===== config.mk =====
export PLATFORM = sky130hd
export DESIGN_NAME = crc32_bit_error_corrector_core
export DESIGN_NICKNAME = d
export VERILOG_FILES = /design/src/rtl/crcbec_pkg.sv /design/src/rtl/crc32_bit_error_corrector_core.sv /design/src/rtl/crcbec_ctrl.sv /design/src/rtl/crcbec_datapath.sv
export SDC_FILE = /design/constraint.sdc
export NUM_CORES = 1
export LEC_CHECK = 0
export ABC_AREA = 1
export CAP_MARGIN = 0
export CELL_PAD_IN_SITES_DETAIL_PLACEMENT = 1
export CELL_PAD_IN_SITES_GLOBAL_PLACEMENT = 1
export CORE_ASPECT_RATIO = 1.25
export CORE_MARGIN = 2
export CORE_UTILIZATION = 25
export DETAILED_ROUTE_END_ITERATION = 8
export DONT_BUFFER_PORTS = 1
export PLACE_DENSITY = 0.54
export SETUP_SLACK_MARGIN = 0.5
export SKIP_LAST_GASP = 1
export SLEW_MARGIN = 20
export SYNTH_ARGS = -nofsm -noshare
export SYNTH_HDL_FRONTEND = slang
export SYNTH_HIERARCHICAL = 1
export SYNTH_SLANG_ARGS = --single-unit
export TNS_END_PERCENT = 30

===== constraint.sdc =====
create_clock -name aclk -period 7.7 [get_ports aclk]
set_input_delay 0.77 -clock aclk [delete_from_list [all_inputs] [get_ports aclk]]
set_output_delay 0.77 -clock aclk [all_outputs]
set_load 0.01 [all_outputs]

===== src/rtl/crcbec_pkg.sv =====
// Package for the CRC-32 bit error corrector.
// Holds the shared constants, codes, command and status structs, and CRC step functions.
// No dependencies.
package crcbec_pkg;

    localparam logic [31:0] CRC_POLY      = 32'hEDB8_8320;
    localparam logic [31:0] CRC_INIT      = 32'hFFFF_FFFF;
    localparam logic [31:0] PATTERN_START = 32'h8000_0000;

    // Register indexes, taken from paddr[2].
    localparam logic REG_PAGE_BYTES = 1'b0;
    localparam logic REG_TWO_BIT    = 1'b1;

    typedef enum logic [1:0] {
        RES_OK   = 2'd0,
        RES_ONE  = 2'd1,
        RES_TWO  = 2'd2,
        RES_FAIL = 2'd3
    } result_t;

    typedef enum logic [1:0] {
        ST_ACCEPT,
        ST_SINGLE,
        ST_PAIR
    } state_t;

    typedef enum logic [2:0] {
        OP_HOLD,
        OP_NEXT_OUTER,
        OP_RESTART,
        OP_NEXT_INNER,
        OP_WRAP_INNER
    } search_op_t;

    typedef struct packed {
        logic       fold;
        search_op_t op;
        logic       load;
        result_t    code;
    } cmd_t;

    typedef struct packed {
        logic final_next;
        logic syn_zero;
        logic single_hit;
        logic pair_hit;
        logic outer_last;
        logic inner_last;
    } stat_t;

    function automatic logic [31:0] lfsr_next(input logic [31:0] e);
        return (e >> 1) ^ (e[0] ? CRC_POLY : 32'h0000_0000);
    endfunction

    function automatic logic [31:0] crc_byte(input logic [31:0] crc, input logic [7:0] d);
        logic [31:0] c;
        c = crc ^ {24'h00_0000, d};
        for (int i = 0; i < 8; i++) begin
            c = lfsr_next(c);
        end
        return c;
    endfunction

endpackage


===== src/rtl/crc32_bit_error_corrector_core.sv =====
// Top level of the CRC-32 bit error corrector: configuration registers, controller, datapath.
// Depends on crcbec_pkg, crcbec_ctrl and crcbec_datapath.
//
//   Channel   Direction  Handshake         Carries
//   s_        in         s_valid/s_ready   one page byte; stored CRC with the final byte
//   m_        out        m_valid/m_ready   one result per page: status and flip positions
//   APB       in         psel/penable      page_bytes at 0x0, two_bit_enable at 0x4
//
// Page bytes are taken one per cycle. The final byte is taken only when the result
// register is free. After it, the search unit first checks for a clean page, then scans
// the L = (clamped page size + 4) * 8 codeword bits for a single-bit flip and, when
// two_bit_enable is set, every ordered pair of them, stepping the search LFSRs.
// No byte is taken during a search. Reset (aresetn low at a clock edge) returns the
// controller to byte intake with an empty result register and a fresh CRC.
module crc32_bit_error_corrector_core #(
    parameter int MAX_PAGE_BYTES = 256
) (
    input  logic        aclk,
    input  logic        aresetn,

    input  logic        psel,
    input  logic        penable,
    input  logic        pwrite,
    input  logic [2:0]  paddr,
    input  logic [31:0] pwdata,
    output logic [31:0] prdata,
    output logic        pready,

    input  logic        s_valid,
    output logic        s_ready,
    input  logic [7:0]  s_data_byte,
    input  logic [31:0] s_page_crc,

    output logic        m_valid,
    input  logic        m_ready,
    output logic [1:0]  m_status,
    output logic        m_first_valid,
    output logic [7:0]  m_first_byte,
    output logic [2:0]  m_first_bit,
    output logic        m_second_valid,
    output logic [7:0]  m_second_byte,
    output logic [2:0]  m_second_bit
);

    logic [8:0]        page_bytes_reg;
    logic              two_bit_reg;
    logic              cfg_write;
    crcbec_pkg::cmd_t  cmd;
    crcbec_pkg::stat_t stat;

    // The register port never stalls; a write lands in the access phase.
    assign pready    = 1'b1;
    assign cfg_write = psel && penable && pwrite && pready;

    always_ff @(posedge aclk) begin
        if (!aresetn) begin
            page_bytes_reg <= 9'd256;
            two_bit_reg    <= 1'b0;
        end else if (cfg_write) begin
            unique case (paddr[2])
                crcbec_pkg::REG_PAGE_BYTES: page_bytes_reg <= pwdata[8:0];
                crcbec_pkg::REG_TWO_BIT:    two_bit_reg    <= pwdata[0];
                default: begin
                end
            endcase
        end
    end

    always_comb begin
        unique case (paddr[2])
            crcbec_pkg::REG_PAGE_BYTES: prdata = {23'h00_0000, page_bytes_reg};
            crcbec_pkg::REG_TWO_BIT:    prdata = {31'h0000_0000, two_bit_reg};
            default:                    prdata = 32'h0000_0000;
        endcase
    end

    // The controller decides what happens each cycle; the datapath only reports
    // comparisons and counter ends back to it.
    crcbec_ctrl u_ctrl (
        .aclk           (aclk),
        .aresetn        (aresetn),
        .s_valid        (s_valid),
        .s_ready        (s_ready),
        .m_valid        (m_valid),
        .m_ready        (m_ready),
        .two_bit_enable (two_bit_reg),
        .stat           (stat),
        .cmd            (cmd)
    );

    crcbec_datapath #(
        .MAX_PAGE_BYTES (MAX_PAGE_BYTES)
    ) u_datapath (
        .aclk         (aclk),
        .aresetn      (aresetn),
        .cmd          (cmd),
        .stat         (stat),
        .page_bytes   (page_bytes_reg),
        .data_byte    (s_data_byte),
        .page_crc     (s_page_crc),
        .status       (m_status),
        .first_valid  (m_first_valid),
        .first_byte   (m_first_byte),
        .first_bit    (m_first_bit),
        .second_valid (m_second_valid),
        .second_byte  (m_second_byte),
        .second_bit   (m_second_bit)
    );

`ifndef SYNTHESIS
    // A result must never be written over one that is still waiting.
    assert property (@(posedge aclk) disable iff (!aresetn) cmd.load |-> !m_valid)
        else $error("result loaded while the result register was full");

    // A clean page reports no flip positions.
    assert property (@(posedge aclk) disable iff (!aresetn)
        (m_valid && m_status == crcbec_pkg::RES_OK) |-> (!m_first_valid && !m_second_valid))
        else $error("clean page reported a flip position");

    // A single-bit correction never carries a second position.
    assert property (@(posedge aclk) disable iff (!aresetn)
        (m_valid && m_status == crcbec_pkg::RES_ONE) |-> !m_second_valid)
        else $error("single-bit correction reported a second position");

    // Taking the final byte of a page starts a search, so intake stops next cycle.
    assert property (@(posedge aclk) disable iff (!aresetn)
        (s_valid && s_ready && stat.final_next) |=> !s_ready)
        else $error("byte intake continued after the final byte");
`endif

endmodule


===== src/rtl/crcbec_ctrl.sv =====
// Controller state machine of the CRC-32 bit error corrector.
// Sequences byte intake, the single-bit and pairwise searches, and the result register.
// Depends on crcbec_pkg.
module crcbec_ctrl (
    input  logic              aclk,
    input  logic              aresetn,
    input  logic              s_valid,
    output logic              s_ready,
    output logic              m_valid,
    input  logic              m_ready,
    input  logic              two_bit_enable,
    input  crcbec_pkg::stat_t stat,
    output crcbec_pkg::cmd_t  cmd
);

    crcbec_pkg::state_t state_reg, state_next;
    logic               out_full_reg, out_full_next;

    always_ff @(posedge aclk) begin
        if (!aresetn) begin
            state_reg    <= crcbec_pkg::ST_ACCEPT;
            out_full_reg <= 1'b0;
        end else begin
            state_reg    <= state_next;
            out_full_reg <= out_full_next;
        end
    end

    always_comb begin
        state_next = state_reg;
        s_ready    = 1'b0;
        cmd.fold   = 1'b0;
        cmd.op     = crcbec_pkg::OP_HOLD;
        cmd.load   = 1'b0;
        cmd.code   = crcbec_pkg::RES_OK;

        unique case (state_reg)
            crcbec_pkg::ST_ACCEPT: begin
                // The final byte waits until the result register is free.
                s_ready = !out_full_reg || !stat.final_next;
                if (s_valid && s_ready) begin
                    cmd.fold = 1'b1;
                    if (stat.final_next) begin
                        state_next = crcbec_pkg::ST_SINGLE;
                    end
                end
            end
            crcbec_pkg::ST_SINGLE: begin
                if (stat.syn_zero) begin
                    cmd.load   = 1'b1;
                    cmd.code   = crcbec_pkg::RES_OK;
                    state_next = crcbec_pkg::ST_ACCEPT;
                end else if (stat.single_hit) begin
                    cmd.load   = 1'b1;
                    cmd.code   = crcbec_pkg::RES_ONE;
                    state_next = crcbec_pkg::ST_ACCEPT;
                end else if (stat.outer_last) begin
                    if (two_bit_enable) begin
                        cmd.op     = crcbec_pkg::OP_RESTART;
                        state_next = crcbec_pkg::ST_PAIR;
                    end else begin
                        cmd.load   = 1'b1;
                        cmd.code   = crcbec_pkg::RES_FAIL;
                        state_next = crcbec_pkg::ST_ACCEPT;
                    end
                end else begin
                    cmd.op = crcbec_pkg::OP_NEXT_OUTER;
                end
            end
            crcbec_pkg::ST_PAIR: begin
                if (stat.pair_hit) begin
                    cmd.load   = 1'b1;
                    cmd.code   = crcbec_pkg::RES_TWO;
                    state_next = crcbec_pkg::ST_ACCEPT;
                end else if (stat.inner_last) begin
                    if (stat.outer_last) begin
                        cmd.load   = 1'b1;
                        cmd.code   = crcbec_pkg::RES_FAIL;
                        state_next = crcbec_pkg::ST_ACCEPT;
                    end else begin
                        cmd.op = crcbec_pkg::OP_WRAP_INNER;
                    end
                end else begin
                    cmd.op = crcbec_pkg::OP_NEXT_INNER;
                end
            end
            default: begin
                state_next = crcbec_pkg::ST_ACCEPT;
            end
        endcase

        out_full_next = cmd.load || (out_full_reg && !m_ready);
    end

    assign m_valid = out_full_reg;

endmodule


===== src/rtl/crcbec_datapath.sv =====
// Datapath of the CRC-32 bit error corrector.
// Holds the CRC accumulator, byte counter, syndrome, search LFSRs and the result register.
// Depends on crcbec_pkg.
module crcbec_datapath #(
    parameter int MAX_PAGE_BYTES = 256
) (
    input  logic              aclk,
    input  logic              aresetn,
    input  crcbec_pkg::cmd_t  cmd,
    output crcbec_pkg::stat_t stat,
    input  logic [8:0]        page_bytes,
    input  logic [7:0]        data_byte,
    input  logic [31:0]       page_crc,
    output logic [1:0]        status,
    output logic              first_valid,
    output logic [7:0]        first_byte,
    output logic [2:0]        first_bit,
    output logic              second_valid,
    output logic [7:0]        second_byte,
    output logic [2:0]        second_bit
);

    localparam int SIZE_W = $clog2(MAX_PAGE_BYTES + 1);
    localparam int POS_W  = $clog2((MAX_PAGE_BYTES + 4) * 8);

    logic [31:0]       crc_reg, crc_next;
    logic [SIZE_W-1:0] count_reg, count_next;
    logic [31:0]       syndrome_reg, syndrome_next;
    logic [POS_W-1:0]  last_pos_reg, last_pos_next;
    logic [31:0]       outer_pat_reg, outer_pat_next;
    logic [31:0]       inner_pat_reg, inner_pat_next;
    logic [POS_W-1:0]  outer_idx_reg, outer_idx_next;
    logic [POS_W-1:0]  inner_idx_reg, inner_idx_next;

    logic [1:0]        status_reg;
    logic              first_valid_reg, second_valid_reg;
    logic [7:0]        first_byte_reg, second_byte_reg;
    logic [2:0]        first_bit_reg, second_bit_reg;

    logic [SIZE_W-1:0] eff_size;
    logic [SIZE_W:0]   count_inc;
    logic [31:0]       crc_folded;
    logic [POS_W-1:0]  first_pos, second_pos;
    logic [POS_W+7:0]  first_wide, second_wide;
    logic              first_in_data, second_in_data;

    // Page size clamped into 1..MAX_PAGE_BYTES.
    always_comb begin
        if (page_bytes == 9'd0) begin
            eff_size = SIZE_W'(1);
        end else if (32'(page_bytes) > 32'(MAX_PAGE_BYTES)) begin
            eff_size = SIZE_W'(MAX_PAGE_BYTES);
        end else begin
            eff_size = SIZE_W'(page_bytes);
        end
    end

    assign count_inc  = {1'b0, count_reg} + (SIZE_W + 1)'(1);
    assign crc_folded = crcbec_pkg::crc_byte(crc_reg, data_byte);

    assign stat.final_next = count_inc >= {1'b0, eff_size};
    assign stat.syn_zero   = syndrome_reg == 32'h0000_0000;
    assign stat.single_hit = outer_pat_reg == syndrome_reg;
    assign stat.pair_hit   = (outer_pat_reg ^ inner_pat_reg) == syndrome_reg;
    assign stat.outer_last = outer_idx_reg == last_pos_reg;
    assign stat.inner_last = inner_idx_reg == last_pos_reg;

    always_comb begin
        crc_next       = crc_reg;
        count_next     = count_reg;
        syndrome_next  = syndrome_reg;
        last_pos_next  = last_pos_reg;
        outer_pat_next = outer_pat_reg;
        outer_idx_next = outer_idx_reg;
        inner_pat_next = inner_pat_reg;
        inner_idx_next = inner_idx_reg;

        if (cmd.fold) begin
            if (stat.final_next) begin
                crc_next       = crcbec_pkg::CRC_INIT;
                count_next     = '0;
                syndrome_next  = ~crc_folded ^ page_crc;
                last_pos_next  = POS_W'(((32'(eff_size) + 32'd4) << 3) - 32'd1);
                outer_pat_next = crcbec_pkg::PATTERN_START;
                outer_idx_next = '0;
            end else begin
                crc_next   = crc_folded;
                count_next = count_inc[SIZE_W-1:0];
            end
        end

        case (cmd.op)
            crcbec_pkg::OP_NEXT_OUTER: begin
                outer_pat_next = crcbec_pkg::lfsr_next(outer_pat_reg);
                outer_idx_next = outer_idx_reg + POS_W'(1);
            end
            crcbec_pkg::OP_RESTART: begin
                outer_pat_next = crcbec_pkg::PATTERN_START;
                outer_idx_next = '0;
                inner_pat_next = crcbec_pkg::PATTERN_START;
                inner_idx_next = '0;
            end
            crcbec_pkg::OP_NEXT_INNER: begin
                inner_pat_next = crcbec_pkg::lfsr_next(inner_pat_reg);
                inner_idx_next = inner_idx_reg + POS_W'(1);
            end
            crcbec_pkg::OP_WRAP_INNER: begin
                outer_pat_next = crcbec_pkg::lfsr_next(outer_pat_reg);
                outer_idx_next = outer_idx_reg + POS_W'(1);
                inner_pat_next = crcbec_pkg::PATTERN_START;
                inner_idx_next = '0;
            end
            default: begin
            end
        endcase
    end

    // Search step i stands for codeword bit last_pos - i, counted LSB first.
    assign first_pos      = last_pos_reg - outer_idx_reg;
    assign second_pos     = last_pos_reg - inner_idx_reg;
    assign first_wide     = {8'h00, first_pos} >> 3;
    assign second_wide    = {8'h00, second_pos} >> 3;
    assign first_in_data  = 32'(first_wide) < 32'(eff_size);
    assign second_in_data = 32'(second_wide) < 32'(eff_size);

    always_ff @(posedge aclk) begin
        if (!aresetn) begin
            crc_reg   <= crcbec_pkg::CRC_INIT;
            count_reg <= '0;
        end else begin
            crc_reg   <= crc_next;
            count_reg <= count_next;
        end
    end

    always_ff @(posedge aclk) begin
        syndrome_reg  <= syndrome_next;
        last_pos_reg  <= last_pos_next;
        outer_pat_reg <= outer_pat_next;
        outer_idx_reg <= outer_idx_next;
        inner_pat_reg <= inner_pat_next;
        inner_idx_reg <= inner_idx_next;
    end

    always_ff @(posedge aclk) begin
        if (cmd.load) begin
            status_reg       <= cmd.code;
            first_valid_reg  <= 1'b0;
            first_byte_reg   <= 8'h00;
            first_bit_reg    <= 3'd0;
            second_valid_reg <= 1'b0;
            second_byte_reg  <= 8'h00;
            second_bit_reg   <= 3'd0;
            case (cmd.code) inside
                crcbec_pkg::RES_ONE, crcbec_pkg::RES_TWO: begin
                    if (first_in_data) begin
                        first_valid_reg <= 1'b1;
                        first_byte_reg  <= first_wide[7:0];
                        first_bit_reg   <= first_pos[2:0];
                    end
                    if (cmd.code == crcbec_pkg::RES_TWO && second_in_data) begin
                        second_valid_reg <= 1'b1;
                        second_byte_reg  <= second_wide[7:0];
                        second_bit_reg   <= second_pos[2:0];
                    end
                end
                default: begin
                end
            endcase
        end
    end

    assign status       = status_reg;
    assign first_valid  = first_valid_reg;
    assign first_byte   = first_byte_reg;
    assign first_bit    = first_bit_reg;
    assign second_valid = second_valid_reg;
    assign second_byte  = second_byte_reg;
    assign second_bit   = second_bit_reg;

endmodule


After elaboration in Yosys (flattened, before gate mapping)
Index checks and enable logic that the tools add are counted.
Widths: inputs -> output; s select.
- bits in registers: 212
- bits in latches: 0
- RAM bits: 0
- bits in read-only memories: 0
- input bits: 82
- output and inout port bits: 61
- memories: 0
- add/sub/neg operators: 7
- multiply operators: 0
- div/mod/pow operators: 0
- magnitude comparators: 4
- equal/unequal tests: 17
- shifts and indexed selects: 0
- mux-type cells: 53
- bitwise logic cells: 15
- reduce and logical (&&, ||, !) cells: 26
- operator list (kind ; number):
    $mux 32 ; 13
    $xor 31x32->32 ; 10
    $pmux 32 s2 ; 3
    $eq 32x32->1 ; 2
    $xor 32x32->32 ; 2
    $pmux 12 s2 ; 2
    $mux 3 ; 13
    $logic_not 32->1 ; 1
    $not 32->32 ; 1
    $xor 32x8->32 ; 1
    $mux 9 ; 3
    $add 12x1->12 const B ; 2
    $eq 12x12->1 ; 2
    $mux 12 ; 2
    $sub 12x12->12 ; 2
    $mux 2 ; 10
    $lt 9x9->1 ; 2
    $pmux 6 s2 ; 1
    $reduce_and 2->1 ; 6
    $sub 12x1->12 const B ; 1
    $add 9x1->10 const B ; 1
    $ge 10x9->1 ; 1
    $add 9x3->9 const B ; 1
    $gt 9x9->1 const B ; 1
    other kinds (20) ; 39

Logic depth before layout (Yosys ltp)
Gate-level depths: netlist (run 1).
- depth after elaboration: 19
- depth in mapped cells: 24
- gate-level depth less buffers: 23

Hierarchy
Netlist (run 1), hierarchy kept.
- by module, submodules not included (module ; times used ; cells each ; area an instance (um^2) ; sequential area each (um^2)):
    crcbec_datapath ; 1 ; 1326 ; 11513.5 ; 5475.3
    crc32_bit_error_corrector_core ; 1 ; 110 ; 740.7 ; 200.2
    crcbec_ctrl ; 1 ; 62 ; 349.1 ; 60.1

Least setup slack after synthesis (run 1)
No wires, ideal clock.
- path type: flip-flop to flip-flop
- from: reg page_bytes_reg[6]
- to: reg u_datapath.outer_idx_reg[0], enable pin
- data arrival time: 3.267 ns
- setup slack: 3.762 ns
- cell stages (with the launch flop): 21
- clock period less this slack: 3.938 ns
- path through: dfxtp_1 > nor2_1 > nand3_1 > nor2_1 > nor2_1 > nor2_1 > inv_1 > ha_1 > nand2_1 > nor2_1 > nand2_1 > nand2_1 > nand2_1 > nand2_1 > nand2_2 > nand2_2 > a21oi_1 > and2_1 > clkbuf_1 > nand2_1 > nand3_1
- RTL lines (what ; RTL line ; text):
    start: declaration ; crc32_bit_error_corrector_core.sv:45 ; logic [8:0] page_bytes_reg;
    start signal: assignment ; crc32_bit_error_corrector_core.sv:61 ; crcbec_pkg::REG_PAGE_BYTES: page_bytes_reg <= pwdata[8:0];
    end signal: assignment ; crcbec_datapath.sv:140 ; outer_idx_reg <= outer_idx_next;
    end: declaration ; crcbec_datapath.sv:32 ; logic [POS_W-1:0] outer_idx_reg, outer_idx_next;

==> impl_results.md, run 1 <==
- Initial core utilization: 0.252
- Multi-input gate area: 0.00585 mm2
- Final #Nets: 1635
- Fillers: approximately 6000
- Slew Viols, Final: 0
- Post-DR vias/cell: 4.35
- Syn Area/Cell: between 8 and 9 um2
- Portion of netlist area occupied by mux cells: 0
- Final worst setup slack: approximately 3.6 ns
- Outcome: finished clean
- First-pass GRT wire length: 54800 um
- HP Class: primary input to flop
- RSZ-0062 raised after global routing: false
- DR WL/cell: approximately 16 um
- Distinct cell type count after synthesis: 45
- Clk_skew: between 0.01 and 0.015 ns
- Worst-Skew Late Latency: 0.54 ns
- Largest net degree at the start of global routing: 53
- Post-synthesis compound-gate area fraction: 0.0447
- Total track usage: 0.133
- I/O Buffers: 0
- Cts hold-fix bufs: 0
- CTS Root Cell: clkbuf_16
- Area taken by flip-flops and latches: roughly 0.0057 mm2
- Drt total wl: 34600 um
- Seq cells post-synth: 209
- Cell Area, Synth: 0.0126 mm2
- Synth Area in Simple Gates: 0.236
- Routed Antenna Nets: 0
- DRC violations left: 0
- Ant diodes: 0
- Place WS: 3.41 ns
- DR iter-0 viols: about 330
- Final setup viols: 0
- P&R area growth vs syn: 11.9%
- Number of synthesized flops with an enable pin: 155
- Min cycle time layout: 4.14 ns
- Critical path fanouts, max: 15
- Clk buf depth: 3
- Fraction of the mapped netlist area in adder cells: 0.0516
- Reg clk slew, reported paths: 0.06 ns
- Vias in the first global route: about 10000
- Final GP Congestion: 0.764
- Worst setup EP type: flop
- Least-Margin Pin Slew: 0.903 ns
- Max-capacitance violation count: 0
- Fin crit share: 0.538
- Drt first pass iters: 4
- Slew headroom: 0.398
- Yosys warning count: 6
- H-tree depth: 1
- PD cells: 302 mW/mm2
- Largest family of logic cells by synthesized area: simple AND/OR/NAND/NOR gates
- Vias post-DR: 9471
- Die W: 205 um
- Worst Path Required: about 8.1 ns
- CTS-repair resized insts: 0
- Fin. Hold Viols: 0
- Layout cells sized above 1: 0.0605
- Async SR Flop Fraction: 0
- Number of buffers created by CTS: 26
- Total setup buffers inserted after CTS: 0
- Initial antenna violation count: 1
- CORE AREA: 0.0501 mm2
- Setup Crit Path Kind: flop to flop
- Die Ht: 255 um
- Fmax: 0.242 GHz
- Hold slack: 0.318 ns
- Mapped Cells: 1498
- Synth Area in XOR/XNOR: 0.124
- Post-DP HPWL: 26900 um
- Sink Count: 209
- FP Rows: 92
- Fin Setup TNS: 0 ns
- Prevailing post-synth register cell: edfxtp_1
- Register area share after synthesis: 0.455
- CTS tree: done
- CP arrival: 4.50 ns
- Worst vdd ir: 0.177 mV
- CP Launch Type: flop
- Num ports: roughly 140
- LEAKAGE: 0.00591 uW
- Gr ovfl total: 0
- Die Area: 0.0522 mm2
## layout make-up
class,count,area share
clock inverter,16,0.00994
sequential,209,0.407
tap,658,0.0584
multi-input combinational,1049,0.415
timing repair buffer,7,0.00373
clock buffer,32,0.0507
inverter,208,0.0557
## cell usage after synthesis, drive strengths merged, types with 2 or more instances
library cell    n  area, um2
nand3b          7       52.6
a21oi          43        223
nand3          72        370
nor4           18        113
nor2          187        747
nor3b           2       15.0
o22ai           2       12.5
clkbuf         16       60.1
conb            2       7.51
nor3           17       90.1
a211oi          2       15.0
nand2         351       1350
clkinv          2       7.51
ha             52        651
xnor2          79        692
and2            2       12.5
or2             5       31.3
inv           206        778
o21a            2       15.0
dfxtp          54       1080
nand4          31        194
buf            38        265
xor2           98        866
o21bai          5       37.5
o21ai          46        230
edfxtp        155       4650
## report_power, final
part / internal, uW / total, uW / switching, uW
Combinational: 504 / 1490 / 982
Sequential: 1440 / 1540 / 102
Clock: 726 / 1230 / 501
## worst max-delay path: stages (launching register included)
cell and delay (ns):
edfxtp_1 0.93, xor2_1 0.25, nor4_1 0.28, nand4_1 0.13, nor2_1 0.23, inv_1 0.12, nand2_1 0.08, nand2_1 0.05
a21oi_1 0.28, inv_1 0.09, ha_1 0.35, a21oi_1 0.14, nor3b_1 0.22, nand3b_1 0.48, nor2_1 0.31
## cells in the final DEF (no fill, tap or decap), types with 41 or more instances in the layout
cell type and n:
a21oi_1 41, dfxtp_1 54, edfxtp_1 155, ha_1 52, inv_1 199, nand2_1 338, nand3_1 69, nor2_1 175
o21ai_0 44, xnor2_1 79, xor2_1 97
## kinds of logic (layout without fill, tap and decap cells)
logic type / Yosys count / in the layout
DFF: 209 / 209
AOI/OAI and AO/OA: 104 / 104
xor gates and xnor gates: 177 / 177
and+or+nand+nor: 692 / 692
buffers and inverters: 262 / 263
other: 2 / 24
adders and majority gates: 52 / 52
## metal layers
layer | up-vias | wire, um | GRT usage
met4 | 2 | 731 | 0.0362
li1 | 4775 | - | -
met3 | 46 | 1450 | 0.0269
met1 | 4543 | 14800 | 0.158
met2 | 105 | 17700 | 0.243
met5 | - | 12 | 0
## worst paths after layout
check / to / slack (ns) / start / cells after the start
setup / recovery: u_datapath/first_bit[1] / 3.56 / u_datapath/outer_pat_reg[0] / 14
setup reg to reg: u_datapath/first_bit[1] / 3.56 / u_datapath/outer_pat_reg[0] / 14
hold reg to reg: u_datapath/crc_reg[18] / 0.48 / u_datapath/crc_reg[18] / 2
hold / removal: page_bytes_reg[8] / 0.32 / aresetn / 1
## through the flow
stage / power [uW] / std cells / instance area [um2] / util
after floorplan: 2670 / 1520 / 12700 / -
after global placement: 3050 / 2131 / 13200 / 0.264
after detailed placement: 3080 / 2131 / 13200 / 0.264
after CTS: 4350 / 2179 / 14100 / 0.282
after global routing: 4580 / 2179 / 14100 / 0.282
final: 4250 / 2179 / 14100 / 0.282
Power figures use the tool's default switching activity.
==> run 2: changes to the inputs <==
Settings changed: ABC_AREA 1 to 0, PLACE_DENSITY 0.54 to 0.52.
Clock period 7.7 ns to 4.25 ns, I/O delays scaled along.
==> impl_results.md, run 2 <==
- Outcome: finished clean
- Largest net degree at the start of global routing: 49
- Internal power: 4840 uW
- Initial antenna violation count: 0
- Metal2 WL: 15700 um
- Total track usage: 0.129
- Slew Viols, Final: 0
- Reg power frac: 0.360
- CP Launch Type: flop
- CP Cell Sequence: xnor2_2 > nand4_1 > nor4_2 > nand3_1 > nor4_4 > buf_4 > o21ai_0 > a21boi_0 > buf_4 > inv_1 > ha_1 > nor3_1 > nand3b_1 > buf_4 > nor3_1
- DR iter-0 viols: 306
- Async SR Flop Fraction: 0
- First-pass GRT wire length: 48800 um
- Most common cell after layout, fill and taps aside: edfxtp_1
- Worst Path Required: 4.59 ns
- FF-to-FF Start: u_datapath/outer_pat_reg[3]
- Hold Crit Start: pwdata[1]
- Cell taking the most area after synthesis: edfxtp_1
- Final setup viols: 0
- FP Rows: 89
- R2R Path End: u_datapath/first_byte[4]
- Number of synthesized flops with an enable pin: 155
- Gr ovfl total: 0
- CP arrival: 3.93 ns
- Vias in the first global route: 8290
- Setup Crit Path Kind: flop to flop
- Final #Nets: ~1300
- Post-DP HPWL: 24200 um
- Slowest CP cell: edfxtp_1
- Worst setup EP type: flop
- Max-capacitance violation count: 0
- Fin crit share: 0.845
- Die Area: 0.0493 mm2
- Cell Area, Synth: roughly 0.012 mm2
- Sink Count: 209
- Drt total wl: 31800 um
- Fmax: 0.278 GHz
- Layout cells sized above 1: 0.126
- Most frequent cells in the layout: 155 x edfxtp_1, 140 x xnor2_1, 119 x nor2_1
- CTS Root Cell: clkbuf_16
- Seq cells post-synth: around 210
- Post-synth top area share: 0.392
- Placed Area: 0.0128 mm2
- Yosys warning count: 6
- Worst-Skew Late Latency: between 0.5 and 0.6 ns
- Prevailing post-synth register cell: edfxtp_1
- CORE AREA: 0.0471 mm2
- Die Ht: approximately 250 um
- R2R cell count: 15
- LEAKAGE: 0.00484 uW
- Combinational fraction of design power: 0.368
- Finished Cell Area: ~0.014 mm2
- Top-count cell post-synth: edfxtp_1
- Clk_skew: 0.0103 ns
- PD cells: 527 mW/mm2
- Reg clk slew, reported paths: 0.06 ns
- Switch share: 0.341
- Max stage delay on crit path: 0.43 ns
- I/O Buffers: 0
- Synth area leaders: edfxtp_1 39%, xnor2_1 11%, dfxtp_1 9.1%
- Die W: 199 um
- Final Power: 7340 uW
- Vias post-DR: between 7000 and 8000
- HP Class: primary input to flop
- Worst reg-to-reg setup slack: 0.66 ns
- Hold path cells: 2
- Post-synth top cells: 155 x edfxtp_1, 152 x xnor2_1, 123 x nor2_1
- Post-DR vias/cell: about 4.4
- Least-Margin Pin Slew: 0.661 ns
- Final GP Congestion: 0.800
- Clk buf depth: 3
- Buf+Inv Stages, Crit Path: 4
- Delay-heaviest family, CP: simple AND/OR/NAND/NOR gates
- P&R area growth vs syn: 17.3%
- Clk pwr share: 0.272
- RSZ-0062 raised after global routing: true
- CTS tree: done
- Number of buffers created by CTS: 24
- Fin. Hold Viols: 0
- Drt first pass iters: 4
- Hold Path Sink: page_bytes_reg[1]
- DR WL/cell: 17.6 um
- DRC violations left: 0
- Distinct cell type count after synthesis: 62
- DR top layer: met4
- Worst vdd ir: ~0.22 mV
- Min cycle time layout: approximately 3.6 ns
- Hold slack: 0.0396 ns
- Routed Antenna Nets: 0
- Initial core utilization: 0.252
- Fin Setup TNS: 0 ns
- H-tree depth: 1
- Fin util: 0.296
- Syn Area/Cell: ~11 um2
- Wl on met1: 14300 um
- Critical path fanouts, max: 11
- Slew headroom: 0.557
- DR WL met3: approximately 1200 um
- Num ports: 143
- P_sw: 2500 uW
- Mapped Cells: around 1100
- Most common cell on crit path: buf_4
- Register area share after synthesis: 0.483
run 2: metrics by stage:
stage / std cells / setup slack, ns
after CTS: 1802 / 0.476
after floorplan: 1140 / 0.508
final: 1809 / 0.658
after detailed placement: 1756 / 0.0597
after global placement: 1756 / -0.0665
after global routing: 1808 / 0.467
run 2: routing by layer:
metal  vias to the layer above  GRT usage
met5                         -          0
met4                         0     0.0334
met3                        36     0.0212
met2                       108      0.228
met1                      3871      0.161
li1                       3869          -
run 2: how the worst max path moves through the flow:
stage	from	endpoint	slack, ns	depth (start not counted)
6_report	u_datapath/outer_pat_reg[3]	u_datapath/first_byte[4]	0.66	15
5_1_grt	u_datapath/outer_pat_reg[3]	u_datapath/first_byte[4]	0.47	15
4_1_cts	u_datapath/count_reg[0]	u_datapath/count_reg[3]	0.48	15
3_5_place_dp	u_datapath/outer_pat_reg[9]	u_datapath/first_byte[6]	0.06	15
3_3_place_gp	u_datapath/syndrome_reg[3]	u_datapath/first_byte[6]	-0.07	15
2_1_floorplan	u_datapath/count_reg[1]	u_datapath/outer_idx_reg[0]	0.51	15
run 2: repair_timing:
item / CTS / global route
gates cloned: 0 / 1
pin swaps: 1 / 8
hold buffers: 1 / 0
endpoints found under the setup margin: 191 / 179
endpoints found under the hold margin: 2 / 0
setup buffers: 4 / 5
resized for setup: 26 / 29
run 2: worst reg2reg max path: cells and delay by family, from the launching register on:
family / cells / cell delay [ns]
AOI/OAI and AO/OA: 2 / 0.28
xor gates and xnor gates: 1 / 0.28
adders and majority gates: 1 / 0.36
buffers and inverters: 4 / 0.59
DFF: 1 / 0.43
and+or+nand+nor: 7 / 1.47
run 2: power by group through the flow:
stage,sequential (uW),clock (uW),combinational [uW]
floorplan,2650,0,2090
global placement,2680,0,2680
detailed placement,2680,0,2720
CTS,2640,2080,2750
global route,2660,2140,2980
finish,2640,1990,2700
run 2: cell families (layout without fill, tap and decap cells):
group | count (synthesis) | in the layout | share of synthesized area
adders and majority gates | 52 | 52 | 0.0548
DFF | 209 | 209 | 0.483
AOI/OAI and AO/OA | 115 | 115 | 0.0597
other | 2 | 25 | 0.000632
and+or+nand+nor | 384 | 384 | 0.158
xor gates and xnor gates | 239 | 239 | 0.188
buffers and inverters | 99 | 130 | 0.0400
muxes | 18 | 18 | 0.0154
run 2: layout make-up:
cell class | count | area [um2]
fillers | 5238 | 33200
inverters | 43 | 165
multi-input cells | 832 | 6070
clock buffers | 31 | 667
repair buffers | 45 | 398
repair inverters | 1 | 5.00
well taps | 637 | 797
diodes | 1 | 2.50
clock inverters | 10 | 80.1
flip-flops and latches | 209 | 5740
==> run 3: changes to the inputs <==
Settings changed: PLACE_DENSITY 0.52 to 0.54.
Clock period 4.25 ns to 3.3 ns, I/O delays scaled along.
==> impl_results.md, run 3 (synthesis gave the netlist of run 2 again) <==
- Layout Cells excl Fill: 2014
- FP Rows: between 80 and 90
- Ant diodes: 0
- Placed insts: 1858
- RSZ-0062 raised after global routing: true
- CTS Root Cell: clkbuf_16
- Slew Viols, Final: 0
- Worst reg-to-reg setup slack: -0.17 ns
- Initial core utilization: 0.252
- Least-Margin Pin Slew: around 0.69 ns
- Fin. Hold Viols: 0
- Area taken by flip-flops and latches: between 0.005 and 0.006 mm2
- Setup Crit Path Kind: flop to flop
- Critical path fanouts, max: 4
- Fin Setup TNS: -16.09 ns
- Slowest CP cell: a2111o_1
- Final GP Congestion: 0.813
- P&R area growth vs syn: 38.3%
- Clk_skew: 0.0142 ns
- CORE AREA: 0.0471 mm2
- Delay-heaviest family, CP: compound AO/OA/AOI/OAI gates
- Total track usage: 0.140
- I/O Buffers: 0
- Drt first pass iters: 4
- Reg clk slew, reported paths: ~0.060 ns
- Worst setup EP type: flop
- First-pass GRT wire length: 53600 um
- HP Class: primary input to flop
- PD cells: 619 mW/mm2
- DR WL/cell: 17.6 um
- Layout cells sized above 1: 0.250
- Worst Path Required: 3.70 ns
- Fillers: 5211
- Post-DP HPWL: around 25000 um
- Die Ht: around 250 um
- Vias post-DR: 8789
- Most frequent cells in the layout: 155 x edfxtp_1, 150 x buf_4, 144 x xnor2_1
- Worst-Skew Late Latency: 0.55 ns
- Outcome: complete, but fails checks
- Most common cell after layout, fill and taps aside: edfxtp_1
- CP Cell Sequence: inv_1 > ha_1 > o21a_1 > o21a_1 > o21ba_4 > or3_4 > a21oi_4 > xnor2_2 > ha_1 > nand4_1 > nor2_2 > a2111o_1 > buf_4 > nor3_2
- Max-capacitance violation count: 0
- Post-DR vias/cell: 4.36
- Fmax: 0.289 GHz
- Initial antenna violation count: 0
- H-tree depth: 1
- Die W: 199 um
- CP Launch Type: flop
- Final worst setup slack: -0.165 ns
- Routed Antenna Nets: 0
- Clk buf depth: 3
- Final setup viols: 182
- Vias in the first global route: 9321
- Worst vdd ir: 0.311 mV
- Die Area: 0.0493 mm2
- Num ports: 143
- Slew headroom: 0.538
- Fin crit share: 1.05
- Largest net degree at the start of global routing: 49
- Final #Nets: between 1000 and 1500
- CP arrival: 3.86 ns
- DR iter-0 viols: 394
- Multi-input gate area: 0.00638 mm2
- Max stage delay on crit path: roughly 0.48 ns
- Drt total wl: 35500 um
- Buf+Inv Stages, Crit Path: 2
- Min cycle time layout: roughly 3.5 ns
- Number of buffers created by CTS: 24
- DRC violations left: 0
- LEAKAGE: 0.00601 uW
- Failing checks: negative setup slack
- CTS tree: done
- Gr ovfl total: 0
- Sink Count: 209
-- run 3: changes by cell type in the layout (fill, tap and decap cells not counted), sizes merged --
cell and delta:
buf +145, dlygate4sd3 +53, clkbuf +5, bufinv +4, clkinv -2, inv +2, clkinvlp -1, diode -1
-- run 3: through the flow --
step	worst slack (ns)	total power (uW)	utilization	hold slack, ns	cell area (um2)
2_1_floorplan	-0.271	6120	-	0.448	12000
3_3_place_gp	-0.593	6970	0.290	0.454	13700
3_5_place_dp	-0.569	7030	0.290	0.462	13700
4_1_cts	-0.230	10100	0.332	-0.111	15700
5_1_grt	-0.331	10700	0.349	0.0219	16400
6_report	-0.165	10200	0.349	0.0247	16400
-- run 3: final cells by class --
| type | count | area share |
|---|---|---|
| multi-input combinational | 832 | 0.389 |
| sequential | 209 | 0.350 |
| timing repair buffer | 249 | 0.151 |
| tap | 637 | 0.0485 |
| clock buffer | 30 | 0.0392 |
| clock inverter | 14 | 0.0130 |
| inverter | 43 | 0.0101 |
-- run 3: repair_timing --
action	4_1_cts	5_1_grt
setup endpoints to repair	314	314
pin swaps	30	46
cloned	7	8
endpoints found under the hold margin	47	6
hold buffers	53	1
buffers inserted	14	29
resized for setup	86	74
-- run 3: report_power, final --
group          switching, uW  internal (uW)  leakage [uW]
sequential               159           3240       0.00179
clock                   1150           1780      0.000414
combinational           2130           1700       0.00380
-- run 3: per-layer routing --
layer | routed length [um] | up-vias | share of wire | track usage
met2 | 18500 | 115 | 0.52 | 0.252
met5 | 0 | - | 0 | 0
li1 | - | 4295 | - | -
met3 | 1030 | 46 | 0.029 | 0.0173
met1 | 15300 | 4333 | 0.43 | 0.176
met4 | 680 | 0 | 0.019 | 0.0345
-- run 3: path summary, 6_finish.rpt --
kind,start,cells after the start,to
min,m_ready,2,u_ctrl/m_valid
max,u_datapath/last_pos_reg[3],14,u_datapath/second_byte[2]
min reg2reg,u_datapath/crc_reg[17],2,u_datapath/crc_reg[17]
max reg2reg,u_datapath/last_pos_reg[3],14,u_datapath/second_byte[2]
